===== config.mk =====
export PLATFORM = sky130hd
export DESIGN_NAME = dual_axis_log_speed_profile
export DESIGN_NICKNAME = d
export VERILOG_FILES = /design/src/dlsp_pkg.sv /design/src/dlsp_ctrl.sv /design/src/dlsp_datapath.sv /design/src/dual_axis_log_speed_profile.sv
export SDC_FILE = /design/constraint.sdc
export NUM_CORES = 2
export LEC_CHECK = 0
export ABC_AREA = 1
export BUFFER_PORTS_ARGS = -buffer_cell sky130_fd_sc_hd__buf_2
export CAP_MARGIN = 20
export CORE_MARGIN = 4
export CORE_UTILIZATION = 57
export CTS_BUF_LIST = sky130_fd_sc_hd__clkbuf_16
export DETAILED_ROUTE_END_ITERATION = 12
export PLACE_DENSITY_LB_ADDON = 0.15
export SYNTH_ARGS = -nofsm -noshare
export SYNTH_HDL_FRONTEND = slang
export SYNTH_HIERARCHICAL = 1
export SYNTH_SLANG_ARGS = --single-unit

===== constraint.sdc =====
create_clock -name clk -period 4.1 [get_ports clk]
set_input_delay 0 -clock clk [delete_from_list [all_inputs] [get_ports clk]]
set_output_delay 0 -clock clk [all_outputs]
set_load 0.03 [all_outputs]

===== src/dlsp_pkg.sv =====
// ----------------------------------------------------------------------------
// dlsp_pkg
// Shared widths, register indexes, controller states, datapath commands and
// the fixed-point log helpers of the dual-axis log speed profile.
// ----------------------------------------------------------------------------
package dlsp_pkg;

	localparam int POS_W      = 20;
	localparam int LFB        = 8;
	localparam int MANT_BITS  = 30;
	localparam int SPAN_W     = 16;
	localparam int SPD_W      = 7;
	localparam int DRIVE_W    = SPD_W + 1;
	localparam int CFG_IDX_W  = 2;
	localparam int CFG_DATA_W = SPAN_W;

	// widest value whose log is taken: |e|+1 or span+1
	localparam int LOD_W        = (POS_W + 1 > SPAN_W + 1) ? POS_W + 1 : SPAN_W + 1;
	localparam int K_W          = $clog2(LOD_W);
	localparam int LOG_W        = K_W + LFB;
	localparam int PROD_W       = LOG_W + SPD_W;
	localparam int STEP_W       = $clog2(SPD_W);
	localparam int FRAC_ENTRIES = 1 << LFB;

	localparam logic [POS_W-1:0]  POS_MAX         = {1'b0, {(POS_W-1){1'b1}}};
	localparam logic [POS_W-1:0]  POS_MIN         = {1'b1, {(POS_W-1){1'b0}}};
	localparam logic [SPD_W-1:0]  MAX_SPEED_RST   = {SPD_W{1'b1}};
	localparam logic [SPAN_W-1:0] LOG_SPAN_RST    = SPAN_W'(750);

	typedef enum logic [CFG_IDX_W-1:0] {
		REG_MAX_SPEED      = 2'd0,
		REG_LEFT_LOG_SPAN  = 2'd1,
		REG_RIGHT_LOG_SPAN = 2'd2,
		REG_ABSOLUTE_MODE  = 2'd3
	} cfg_reg_t;

	typedef enum logic [3:0] {
		ST_IDLE,
		ST_LATCH,
		ST_ERROR,
		ST_MAGN,
		ST_NORM,
		ST_LOOKUP,
		ST_SCALE,
		ST_DIV_INIT,
		ST_DIVIDE,
		ST_FINISH
	} ctrl_state_t;

	typedef struct packed {
		logic load;
		logic latch;
		logic error;
		logic magn;
		logic norm;
		logic lookup;
		logic scale;
		logic div_init;
		logic div_step;
		logic result;
	} dp_cmd_t;

	typedef struct packed {
		logic [K_W-1:0] k;
		logic [LFB-1:0] idx;
	} log_norm_t;

	typedef logic [FRAC_ENTRIES-1:0][LFB-1:0] frac_tab_t;

	// fraction of log2(1 + i/2^LFB), digit by digit: square, emit a bit when >= 2
	function automatic frac_tab_t build_frac_table();
		frac_tab_t      t;
		logic [63:0]    m;
		logic [63:0]    two;
		logic [LFB-1:0] r;
		two = 64'd2 << MANT_BITS;
		for (int idx = 0; idx < FRAC_ENTRIES; idx++) begin
			m = ((64'd1 << LFB) + 64'(idx)) << (MANT_BITS - LFB);
			r = '0;
			for (int i = 0; i < LFB; i++) begin
				m = (m * m) >> MANT_BITS;
				r = r << 1;
				if (m >= two) begin
					r[0] = 1'b1;
					m    = m >> 1;
				end
			end
			t[idx] = r;
		end
		return t;
	endfunction

	localparam frac_tab_t FRAC_TABLE = build_frac_table();

	// leading-one position and the LFB bits right below it (x is never zero)
	function automatic log_norm_t log_norm(input logic [LOD_W-1:0] x);
		log_norm_t      r;
		logic [LOD_W-1:0] norm;
		logic [K_W-1:0] sh;
		r.k = '0;
		for (int i = 0; i < LOD_W; i++) begin
			if (x[i]) r.k = K_W'(i);
		end
		sh    = K_W'(LOD_W - 1) - r.k;
		norm  = x << sh;
		r.idx = norm[LOD_W-2 -: LFB];
		return r;
	endfunction

endpackage


===== src/dlsp_ctrl.sv =====
// ----------------------------------------------------------------------------
// dlsp_ctrl
// Sequencer: walks one word through latch, error, log, scale and divide
// steps, and owns the valid bit of the result register.
// ----------------------------------------------------------------------------
module dlsp_ctrl import dlsp_pkg::*; (
	input  logic    clk,
	input  logic    arst_n,
	input  logic    in_valid,
	output logic    in_ready,
	output logic    out_valid,
	input  logic    out_ready,
	output dp_cmd_t cmd
);

	ctrl_state_t       state_q;
	ctrl_state_t       state_nxt;
	logic [STEP_W-1:0] step_q;
	logic              out_valid_q;
	logic              last_step;
	logic              slot_free;

	assign last_step = (step_q == STEP_W'(SPD_W - 1));
	assign slot_free = !out_valid_q || out_ready;

	always_comb begin
		state_nxt = state_q;
		case (state_q)
			ST_IDLE:     if (in_valid) state_nxt = ST_LATCH;
			ST_LATCH:    state_nxt = ST_ERROR;
			ST_ERROR:    state_nxt = ST_MAGN;
			ST_MAGN:     state_nxt = ST_NORM;
			ST_NORM:     state_nxt = ST_LOOKUP;
			ST_LOOKUP:   state_nxt = ST_SCALE;
			ST_SCALE:    state_nxt = ST_DIV_INIT;
			ST_DIV_INIT: state_nxt = ST_DIVIDE;
			ST_DIVIDE:   if (last_step) state_nxt = ST_FINISH;
			ST_FINISH:   if (slot_free) state_nxt = ST_IDLE;
			default:     state_nxt = ST_IDLE;
		endcase
	end

	always_comb begin
		cmd      = '0;
		in_ready = 1'b0;
		case (state_q)
			ST_IDLE: begin
				in_ready = 1'b1;
				cmd.load = in_valid;
			end
			ST_LATCH:    cmd.latch    = 1'b1;
			ST_ERROR:    cmd.error    = 1'b1;
			ST_MAGN:     cmd.magn     = 1'b1;
			ST_NORM:     cmd.norm     = 1'b1;
			ST_LOOKUP:   cmd.lookup   = 1'b1;
			ST_SCALE:    cmd.scale    = 1'b1;
			ST_DIV_INIT: cmd.div_init = 1'b1;
			ST_DIVIDE:   cmd.div_step = 1'b1;
			ST_FINISH:   cmd.result   = slot_free;
			default: ;
		endcase
	end

	always_ff @(posedge clk or negedge arst_n) begin
		if (!arst_n) begin
			state_q     <= ST_IDLE;
			step_q      <= '0;
			out_valid_q <= 1'b0;
		end else begin
			state_q <= state_nxt;
			if (cmd.div_init) begin
				step_q <= '0;
			end else if (cmd.div_step) begin
				step_q <= step_q + 1'b1;
			end
			// load the result register, or drop the word once taken
			if (cmd.result) begin
				out_valid_q <= 1'b1;
			end else if (out_ready) begin
				out_valid_q <= 1'b0;
			end
		end
	end

	assign out_valid = out_valid_q;

endmodule


===== src/dlsp_datapath.sv =====
// ----------------------------------------------------------------------------
// dlsp_datapath
// Configuration registers, reference latch, error and magnitude, fixed-point
// log, scale by full speed and a two-lane restoring divider, result register.
// ----------------------------------------------------------------------------
module dlsp_datapath import dlsp_pkg::*; (
	input  logic                      clk,
	input  logic                      arst_n,
	input  dp_cmd_t                   cmd,
	input  logic                      cfg_we,
	input  logic [CFG_IDX_W-1:0]      cfg_index,
	input  logic [CFG_DATA_W-1:0]     cfg_data,
	input  logic signed [POS_W-1:0]   left_goal,
	input  logic signed [POS_W-1:0]   right_goal,
	input  logic signed [POS_W-1:0]   left_position,
	input  logic signed [POS_W-1:0]   right_position,
	input  logic                      restart,
	output logic signed [DRIVE_W-1:0] left_drive,
	output logic signed [DRIVE_W-1:0] right_drive,
	output logic [POS_W-1:0]          remaining_error
);

	// configuration
	logic [SPD_W-1:0]  max_speed_q;
	logic [SPAN_W-1:0] left_span_q;
	logic [SPAN_W-1:0] right_span_q;
	logic              absolute_q;

	// per-side working registers, index 0 left, 1 right
	logic [POS_W-1:0]  goal_q  [2];
	logic [POS_W-1:0]  pos_q   [2];
	logic [POS_W-1:0]  ref_q   [2];
	logic [POS_W:0]    err_q   [2];
	logic [POS_W-1:0]  mag_q   [2];
	logic [LOD_W-1:0]  spanx_q [2];
	log_norm_t         ne_q    [2];
	log_norm_t         ns_q    [2];
	logic [LOG_W-1:0]  le_q    [2];
	logic [LOG_W-1:0]  ls_q    [2];
	logic [PROD_W-1:0] num_q   [2];
	logic [PROD_W-1:0] rem_q   [2];
	logic [PROD_W-1:0] dvs_q   [2];
	logic [SPD_W-1:0]  quo_q   [2];
	logic              ovf_q   [2];
	logic              restart_q;
	logic              latched_q;

	logic [POS_W-1:0]   drive_lq;
	logic [POS_W-1:0]   rem_err_q;
	logic [DRIVE_W-1:0] drive_q [2];

	// combinational per side
	logic [POS_W:0]     sum     [2];
	logic [POS_W-1:0]   sat     [2];
	logic [POS_W:0]     absv    [2];
	logic [SPAN_W-1:0]  span    [2];
	logic [SPD_W-1:0]   speed   [2];
	logic [DRIVE_W-1:0] drive   [2];
	logic [POS_W-1:0]   biggest;

	assign span[0] = left_span_q;
	assign span[1] = right_span_q;

	always_comb begin
		for (int s = 0; s < 2; s++) begin
			sum[s] = {goal_q[s][POS_W-1], goal_q[s]} + {pos_q[s][POS_W-1], pos_q[s]};
			if (sum[s][POS_W] != sum[s][POS_W-1]) begin
				sat[s] = sum[s][POS_W] ? POS_MIN : POS_MAX;
			end else begin
				sat[s] = sum[s][POS_W-1:0];
			end
			absv[s] = err_q[s][POS_W] ? (~err_q[s] + 1'b1) : err_q[s];
			if (ovf_q[s] || (quo_q[s] > max_speed_q)) begin
				speed[s] = max_speed_q;
			end else begin
				speed[s] = quo_q[s];
			end
			drive[s] = err_q[s][POS_W] ? (~{1'b0, speed[s]} + 1'b1) : {1'b0, speed[s]};
		end
		biggest = (mag_q[0] > mag_q[1]) ? mag_q[0] : mag_q[1];
	end

	always_ff @(posedge clk or negedge arst_n) begin
		if (!arst_n) begin
			max_speed_q  <= MAX_SPEED_RST;
			left_span_q  <= LOG_SPAN_RST;
			right_span_q <= LOG_SPAN_RST;
			absolute_q   <= 1'b0;
			ref_q[0]     <= '0;
			ref_q[1]     <= '0;
			latched_q    <= 1'b0;
		end else begin
			if (cfg_we) begin
				case (cfg_reg_t'(cfg_index))
					REG_MAX_SPEED:      max_speed_q  <= cfg_data[SPD_W-1:0];
					REG_LEFT_LOG_SPAN:  left_span_q  <= cfg_data[SPAN_W-1:0];
					REG_RIGHT_LOG_SPAN: right_span_q <= cfg_data[SPAN_W-1:0];
					REG_ABSOLUTE_MODE:  absolute_q   <= cfg_data[0];
					default: ;
				endcase
			end
			// take new references on the first word after reset or a restart
			if (cmd.latch && (restart_q || !latched_q)) begin
				for (int s = 0; s < 2; s++) begin
					ref_q[s] <= absolute_q ? goal_q[s] : sat[s];
				end
				latched_q <= 1'b1;
			end
		end
	end

	always_ff @(posedge clk) begin
		if (cmd.load) begin
			goal_q[0] <= left_goal;
			goal_q[1] <= right_goal;
			pos_q[0]  <= left_position;
			pos_q[1]  <= right_position;
			restart_q <= restart;
		end
		for (int s = 0; s < 2; s++) begin
			if (cmd.error) begin
				err_q[s] <= {ref_q[s][POS_W-1], ref_q[s]} - {pos_q[s][POS_W-1], pos_q[s]};
			end
			if (cmd.magn) begin
				mag_q[s]   <= absv[s][POS_W-1:0];
				spanx_q[s] <= ((span[s] == '0) ? LOD_W'(1) : LOD_W'(span[s])) + LOD_W'(1);
			end
			if (cmd.norm) begin
				ne_q[s] <= log_norm(LOD_W'(mag_q[s]) + LOD_W'(1));
				ns_q[s] <= log_norm(spanx_q[s]);
			end
			if (cmd.lookup) begin
				le_q[s] <= {ne_q[s].k, FRAC_TABLE[ne_q[s].idx]};
				ls_q[s] <= {ns_q[s].k, FRAC_TABLE[ns_q[s].idx]};
			end
			if (cmd.scale) begin
				// full speed is 2^SPD_W - 1
				num_q[s] <= {le_q[s], SPD_W'(0)} - PROD_W'(le_q[s]);
			end
			if (cmd.div_init) begin
				ovf_q[s] <= (num_q[s] >= {ls_q[s], SPD_W'(0)});
				rem_q[s] <= num_q[s];
				dvs_q[s] <= PROD_W'({ls_q[s], (SPD_W-1)'(0)});
				quo_q[s] <= '0;
			end else if (cmd.div_step) begin
				if (rem_q[s] >= dvs_q[s]) begin
					rem_q[s] <= rem_q[s] - dvs_q[s];
					quo_q[s] <= {quo_q[s][SPD_W-2:0], 1'b1};
				end else begin
					quo_q[s] <= {quo_q[s][SPD_W-2:0], 1'b0};
				end
				dvs_q[s] <= dvs_q[s] >> 1;
			end
			if (cmd.result) begin
				drive_q[s] <= drive[s];
			end
		end
		if (cmd.result) begin
			rem_err_q <= biggest;
		end
	end

	assign drive_lq        = rem_err_q;
	assign left_drive      = drive_q[0];
	assign right_drive     = drive_q[1];
	assign remaining_error = drive_lq;

endmodule


===== src/dual_axis_log_speed_profile.sv =====
// ----------------------------------------------------------------------------
// dual_axis_log_speed_profile
// Two-sided drive command with logarithmic speed versus remaining error.
// ----------------------------------------------------------------------------
// Each accepted word passes the latch, error, magnitude, log and scale steps and then
// the seven-step restoring divider before it reaches the result register; one item
// in flight at a time.
// A finished result waits in its register while the next word is taken.
// Reset: references cleared and unlatched, registers to their reset values,
// result register empty.
module dual_axis_log_speed_profile import dlsp_pkg::*; (
	input  logic                      clk,
	input  logic                      arst_n,
	input  logic                      in_valid,
	output logic                      in_ready,
	input  logic signed [POS_W-1:0]   left_goal,
	input  logic signed [POS_W-1:0]   right_goal,
	input  logic signed [POS_W-1:0]   left_position,
	input  logic signed [POS_W-1:0]   right_position,
	input  logic                      restart,
	output logic                      out_valid,
	input  logic                      out_ready,
	output logic signed [DRIVE_W-1:0] left_drive,
	output logic signed [DRIVE_W-1:0] right_drive,
	output logic [POS_W-1:0]          remaining_error,
	input  logic                      cfg_valid,
	output logic                      cfg_ready,
	input  logic [CFG_IDX_W-1:0]      cfg_index,
	input  logic [CFG_DATA_W-1:0]     cfg_data
);

	dp_cmd_t cmd;

	assign cfg_ready = 1'b1;

	dlsp_ctrl u_ctrl (
		.clk       (clk),
		.arst_n    (arst_n),
		.in_valid  (in_valid),
		.in_ready  (in_ready),
		.out_valid (out_valid),
		.out_ready (out_ready),
		.cmd       (cmd)
	);

	dlsp_datapath u_datapath (
		.clk             (clk),
		.arst_n          (arst_n),
		.cmd             (cmd),
		.cfg_we          (cfg_valid & cfg_ready),
		.cfg_index       (cfg_index),
		.cfg_data        (cfg_data),
		.left_goal       (left_goal),
		.right_goal      (right_goal),
		.left_position   (left_position),
		.right_position  (right_position),
		.restart         (restart),
		.left_drive      (left_drive),
		.right_drive     (right_drive),
		.remaining_error (remaining_error)
	);

endmodule


### Yosys cells after proc, flatten, opt, wreduce, memory -nomap -nowiden

Memory sizes are Yosys's and may differ from the RTL's.
Index checks and enable logic that the tools add are counted.

* logic and storage cells: 280
* bits in read-only memories: 8192
* RAM bits: 458
* bits in latches: 0
* memories kept: 19
* output and inout port bits: 39
* register bits after elaboration: 110

* multiplexer cells: 165
* equality and inequality tests: 18
* reductions and logical operators: 18
* $add $sub $neg: 21
* divide/modulo/power cells: 0
* magnitude comparators: 11
* bitwise operators: 12
* $mul: 0
* shifts and indexed selects: 4

Memory list
* (no name shown): depth 256, width 8, read ports 1, clocked after memory_dff 0, wr ports 0, RTL line dlsp_datapath.sv:133 `le_q[s] <= {ne_q[s].k, FRAC_TABLE[ne_q[s].idx]};`
* (no name shown): depth 256, width 8, read ports 1, clocked after memory_dff 0, wr ports 0, RTL line dlsp_datapath.sv:133
* (no name shown): depth 256, width 8, read ports 1, clocked after memory_dff 0, wr ports 0, RTL line dlsp_datapath.sv:134 `ls_q[s] <= {ns_q[s].k, FRAC_TABLE[ns_q[s].idx]};`
* (no name shown): depth 256, width 8, read ports 1, clocked after memory_dff 0, wr ports 0, RTL line dlsp_datapath.sv:134
* u_datapath.err_q: depth 2, width 21, read ports 2, clocked after memory_dff 0, wr ports 2, RTL line dlsp_datapath.sv:33 `logic [POS_W:0] err_q [2];`
* u_datapath.spanx_q: depth 2, width 21, read ports 2, clocked after memory_dff 0, wr ports 2, RTL line dlsp_datapath.sv:35 `logic [LOD_W-1:0] spanx_q [2];`
* +13 memories

Operators with widths (count)
* 2-to-1 mux 20 bit: 11
* 2-to-1 mux 4 bit: 35
* 2-to-1 mux 5 bit: 24
* left shift 21 x 5 -> 20 bit: 4
* >= comparator 20 bit: 4
* 2-to-1 mux 3 bit: 18
* 2-to-1 mux 1 bit: 52
* 2-to-1 mux 8 bit: 6
* adder 20 x 1 -> 21 bit (second input constant): 2
* adder 20 x 20 -> 21 bit: 2
* adder 21 x 1 -> 21 bit (second input constant): 2
* 2-to-1 mux 7 bit: 6
* subtractor 20 x 20 -> 21 bit: 2
* adder 20 x 1 -> 20 bit (second input constant): 2
* NOT 20 bit: 2
* case mux 4 bit (10 select lines): 1
* subtractor 20 x 13 -> 20 bit: 2
* subtractor 20 bit: 2
* 2-to-1 mux 19 bit: 2
* < comparator 8 x 9 -> 1 bit (second input constant): 4
* zero test 16 bit: 2
* 2-to-1 mux 16 bit: 2
* > comparator 20 bit: 1
* subtractor 5 bit (first input constant): 4
* 24 further kinds: 57

### Longest topological paths before layout

An unclocked memory read counts as a cell.

* depth after elaboration: 25
* depth in mapped cells: 34

### Modules after synthesis

Netlist, hierarchy kept.

By module, submodules not included
* dlsp_datapath: instances 1, seq. area each 16186.8 µm², cells an instance 4663, area an instance 38271.7 µm²
* dlsp_ctrl: instances 1, seq. area each 200.2 µm², cells an instance 73, area an instance 514.2 µm²
* dual_axis_log_speed_profile: instances 1, seq. area each 0.0 µm², cells an instance 2, area an instance 11.3 µm²

### Worst setup path before layout

Ideal clock, no wire load.

* kind: reg-to-reg
* start: register u_ctrl.state_q[0]
* end: memory u_datapath.goal_q[0][0] (enable)
* path buffers: 0
* data required time: 3.579 ns
* cell stages (with the launch flop): 4
* slack: -0.498 ns
* period minus slack after synthesis: 4.598 ns
* library setup time: 0.521 ns
* arrival time: 4.077 ns
* cells stage by stage: dfrtp_1 > nor2_2 > nand2_1 > nor2_1

RTL lines
* from (decl): RTL line dlsp_ctrl.sv:16 `ctrl_state_t state_q;`
* from (signal assigned): RTL line dlsp_ctrl.sv:70 `state_q <= state_nxt;`
* to (decl): RTL line dlsp_datapath.sv:30 `logic [POS_W-1:0] goal_q [2];`

==> results.json <==
{
  "cp_slowest_cell": "edfxtp_1",
  "rsz0062_at_grt": "false",
  "fin_crit_sh_pct": 90.9,
  "first_global_vias": 32200,
  "rr_endpoint": "u_datapath/ne_q[0][6]$_DFFE_PP_",
  "cp_top_family": "simple AND/OR/NAND/NOR gates",
  "fin_worst_skew_ns": 0.0526,
  "synth_compound_area_share_pct": 16.2,
  "reg2reg_depth": 25,
  "worst_setup_path_end_kind": "flip-flop",
  "synthArstFlopShare_pct": 15.9,
  "dp.cells": 5663,
  "cts_tree": "done",
  "whs_path_depth": 2,
  "area_growth_pct": 12.8,
  "yosysTopAreaCell": "edfxtp_1",
  "die_y_um": 269,
  "clockBufferDepth": 3,
  "clk_latency_ns": 0.65,
  "worst_hold_startpoint": "right_goal[17]",
  "totalWireLength_um": 101000,
  "grt_overflow_total": 0,
  "setup_viol": 0,
  "path_class": "flip-flop to flip-flop",
  "cp.arrival_ns": 4.09,
  "worst_slew_pin_slew_ns": 1.01,
  "drc": 0,
  "power.leakage_nw": 19.1,
  "max-slew-margin-rel_pct": 32.4,
  "synth_mux_area_share_pct": 0.0516,
  "ant_nets": 0,
  "cp_num_buf_inv": 3,
  "hold_viol": 0,
  "layout.nets": 5322,
  "synth_edf_count": 470,
  "finalCriticalPeriod_ns": 3.73,
  "wl_per_cell_um": 17.1,
  "place_ws_ns": 0.377,
  "ys_seq_area_share_pct": 42.2,
  "fp.coreArea_um2": 67300,
  "cts_sinks": 560,
  "whs_ns": 0.0617,
  "drtPass1Iterations": 9,
  "syn_inst": 4738,
  "n_antenna_cell": 0,
  "htree_levels": 2,
  "clock-root-buffer": "clkbuf_16",
  "report.final.slew_viol_count": 0,
  "yosysTopAreaCellShare_pct": 36.4,
  "synth_cell_type_count": 80,
  "ir_drop_mv": 0.512,
  "synth-seq-cells": 560,
  "power_density_nw_per_um2": 728,
  "reg2reg_from": "u_datapath/mag_q[0][1]$_DFFE_PP_",
  "setup_ws_ns": 0.374,
  "critPathRequiredTime_ns": 4.46,
  "crit_path_max_incr_delay_ns": 0.44,
  "start_util_pct": 57.7,
  "place.gp.congestion": 0.982,
  "stdcell_count": 5889,
  "rows": 95,
  "synth.top_cells.by_area": "edfxtp_1, nand2_1, ha_1",
  "dieArea_um2": 72300,
  "min_path_type": "input pin to flip-flop",
  "path_max_fanout": 18,
  "yosysWarnings": 6,
  "first_iter_violations": 3984,
  "cp_common_cell": "nand2_1",
  "place_hpwl_um": 73500,
  "synth_flop_cell": "edfxtp_1",
  "grt_first_pass_wirelength_um": 164000,
  "final_layout_size_suffix_gt1_share_pct": 8.99,
  "routed-via-count": 34000,
  "avgViaCountPerCell": 5.77,
  "synth_nets": 5096,
  "rrSetupSlack_ns": 0.37,
  "grt_max_degree": 55,
  "numPortBuffers": 141,
  "status": "finished clean",
  "start_kind": "flip-flop",
  "max_clock_freq_ghz": 0.268,
  "finalSetupTns_ns": 0,
  "min_to": "u_datapath/goal_q[0][37]$_DFFE_PP_",
  "synth_adder_area_share_pct": 8.31,
  "maxCapViolCount": 0,
  "path_clk_slew_ns": 0.07,
  "syn_area_um2": 38800,
  "syn_avg_cell_area_um2": 8.19,
  "ios": 143,
  "numCtsBuffers": 60,
  "antenna_found_initial": 0,
  "synth_xor_area_share_pct": 5.14,
  "synth_top_family_by_area": "simple AND/OR/NAND/NOR gates",
  "synthSimpleGateAreaFrac_pct": 20.5,
  "gr-usage-all-layers_pct": 27.6,
  "die_w_um": 269
}
[final cells by class]
class	instances	area, um^2
Clock buffer	63	1580
Clock inverter	51	505
Fill cell	5639	23500
Inverter	604	2270
Multi-Input combinational cell	3416	19500
Sequential cell	560	16400
Tap cell	873	1090
Timing Repair Buffer	322	2390
[report_power, final]
part | switching (mW) | internal [mW]
logic | 10.5 | 5.62
clock network | 2.32 | 3.25
registers | 1.38 | 8.76
total | 14.2 | 17.6
[stage by stage]
step / area (um^2) / utilization, % / power [mW]
after floorplan: 38800 / - / 21.8
after global placement: 40500 / 60.2 / 25.7
after detailed placement: 40600 / 60.3 / 25.9
after CTS: 43700 / 65.0 / 31.7
after global routing: 43800 / 65.1 / 34.5
final: 43800 / 65.1 / 31.9
[worst reg2reg max path, stage by stage (launching register included)]
cell      delay (ns)
edfxtp_1        0.44
ha_1            0.26
nand3_2         0.12
nor2_4          0.15
nand3_4         0.11
nor2_4          0.12
nand3_2         0.09
nor3_2          0.16
nand2_1         0.10
nor2_2          0.10
nand2_1         0.07
xor2_1          0.17
inv_2           0.09
nand2_2         0.07
or2_1           0.25
nand2_2         0.09
ha_1            0.24
inv_1           0.10
nand2_4         0.11
nand2_8         0.12
inv_6           0.17
nand3_1         0.10
nand3_1         0.09
nand2_1         0.07
nand2_1         0.06
nand2_1         0.04
[worst max-delay path by stage]
stage | startpoint | end | cells past startpoint
after detailed placement | u_datapath/mag_q[0][0]$_DFFE_PP_ | u_datapath/ne_q[0][6]$_DFFE_PP_ | 25
after floorplan | u_ctrl/state_q[3]$_DFFE_PN0P_ | u_datapath/err_q[0][0]$_DFFE_PP_ | 3
final | u_datapath/mag_q[0][1]$_DFFE_PP_ | u_datapath/ne_q[0][6]$_DFFE_PP_ | 25
after global placement | u_datapath/dvs_q[0][0]$_SDFFCE_PN0P_ | u_datapath/rem_q[0][0]$_DFFE_PP_ | 14
after global routing | u_datapath/mag_q[0][1]$_DFFE_PP_ | u_datapath/ne_q[0][6]$_DFFE_PP_ | 25
after CTS | u_datapath/goal_q[0][20]$_DFFE_PP_ | u_datapath/ref_q[0]$_DFFE_PN0P_ | 20
[flip-flops by register name (all words and copies together) (netlist names), 34 cells and up]
name / flops
u_datapath/err_q: 42
u_datapath/goal_q: 40
u_datapath/mag_q: 40
u_datapath/num_q: 40
u_datapath/pos_q: 40
u_datapath/ref_q: 40
u_datapath/rem_q: 40
u_datapath/dvs_q: 38
u_datapath/spanx_q: 34
[timing repair]
item | CTS | global route
endpoints found under the setup margin | 0 | 22
gates resized for setup | 0 | 4
buffers inserted | 0 | 1
hold buffers | 110 | 0
endpoints found under the hold margin | 223 | 0
[metal layers]
metal | track usage (%) | vias up | share of wire (%)
li1 | - | 16800 | -
met1 | 39.1 | 15600 | 44
met2 | 44.6 | 1412 | 46
met3 | 4.53 | 185 | 8.2
met4 | 6.99 | 0 | 2.1
met5 | 0 | - | 0
[cells in the mapped netlist, types with 8 or more instances]
master / instances
o21ai_0: 497
inv_1: 570
o221ai_1: 25
nor2_2: 12
dfrtp_1: 68
nor3_2: 9
a211oi_1: 17
o211ai_1: 50
nor3_1: 55
buf_2: 12
a221oi_1: 15
or2_2: 10
nand3_1: 318
a21oi_1: 274
nand2_1: 905
nand3_2: 14
a22oi_1: 15
xnor2_1: 79
o311ai_0: 16
nand2_2: 15
a21o_1: 8
clkinv_1: 14
nand4_1: 31
o21ai_1: 10
buf_1: 10
clkbuf_1: 130
o22ai_1: 28
o2111ai_1: 9
a31oi_1: 65
dfstp_2: 21
xor2_1: 145
o21bai_1: 9
nor4_1: 19
nor2_1: 414
o31ai_1: 15
inv_2: 18
ha_1: 248
edfxtp_1: 470
[placed cells by master, fill, tap and decap left out, drive strengths merged, types with 8 or more instances in the layout]
cell type	netlist	routed
xnor2	79	79
o2111ai	9	9
o221ai	25	25
o311ai	16	16
nor3	66	66
a31oi	65	65
a22oi	15	15
dlygate4sd3	0	110
nand2	926	926
clkinv	14	37
buf	28	212
a211oi	17	17
o21bai	9	9
clkbuf	130	63
inv	590	605
edfxtp	470	470
xor2	147	147
a221oi	15	15
dfstp	21	21
nor2	432	432
nand3	333	333
o31ai	15	15
o22ai	28	28
nor4	19	19
a21o	8	8
nand4	33	33
ha	248	248
or2	12	12
a21oi	275	275
dfrtp	68	68
o211ai	50	50
o21ai	509	509
[logic make-up after synthesis]
| group | Yosys count |
|---|---|
| AND/OR/NAND/NOR | 1838 |
| other | 1 |
| XOR/XNOR | 226 |
| adder cells (fa/ha/maj) | 254 |
| AO/OA/AOI/OAI | 1095 |
| multiplexers | 2 |
| buffers and inverters | 762 |
| flip-flops | 560 |
(Power assumes the default switching activity.)
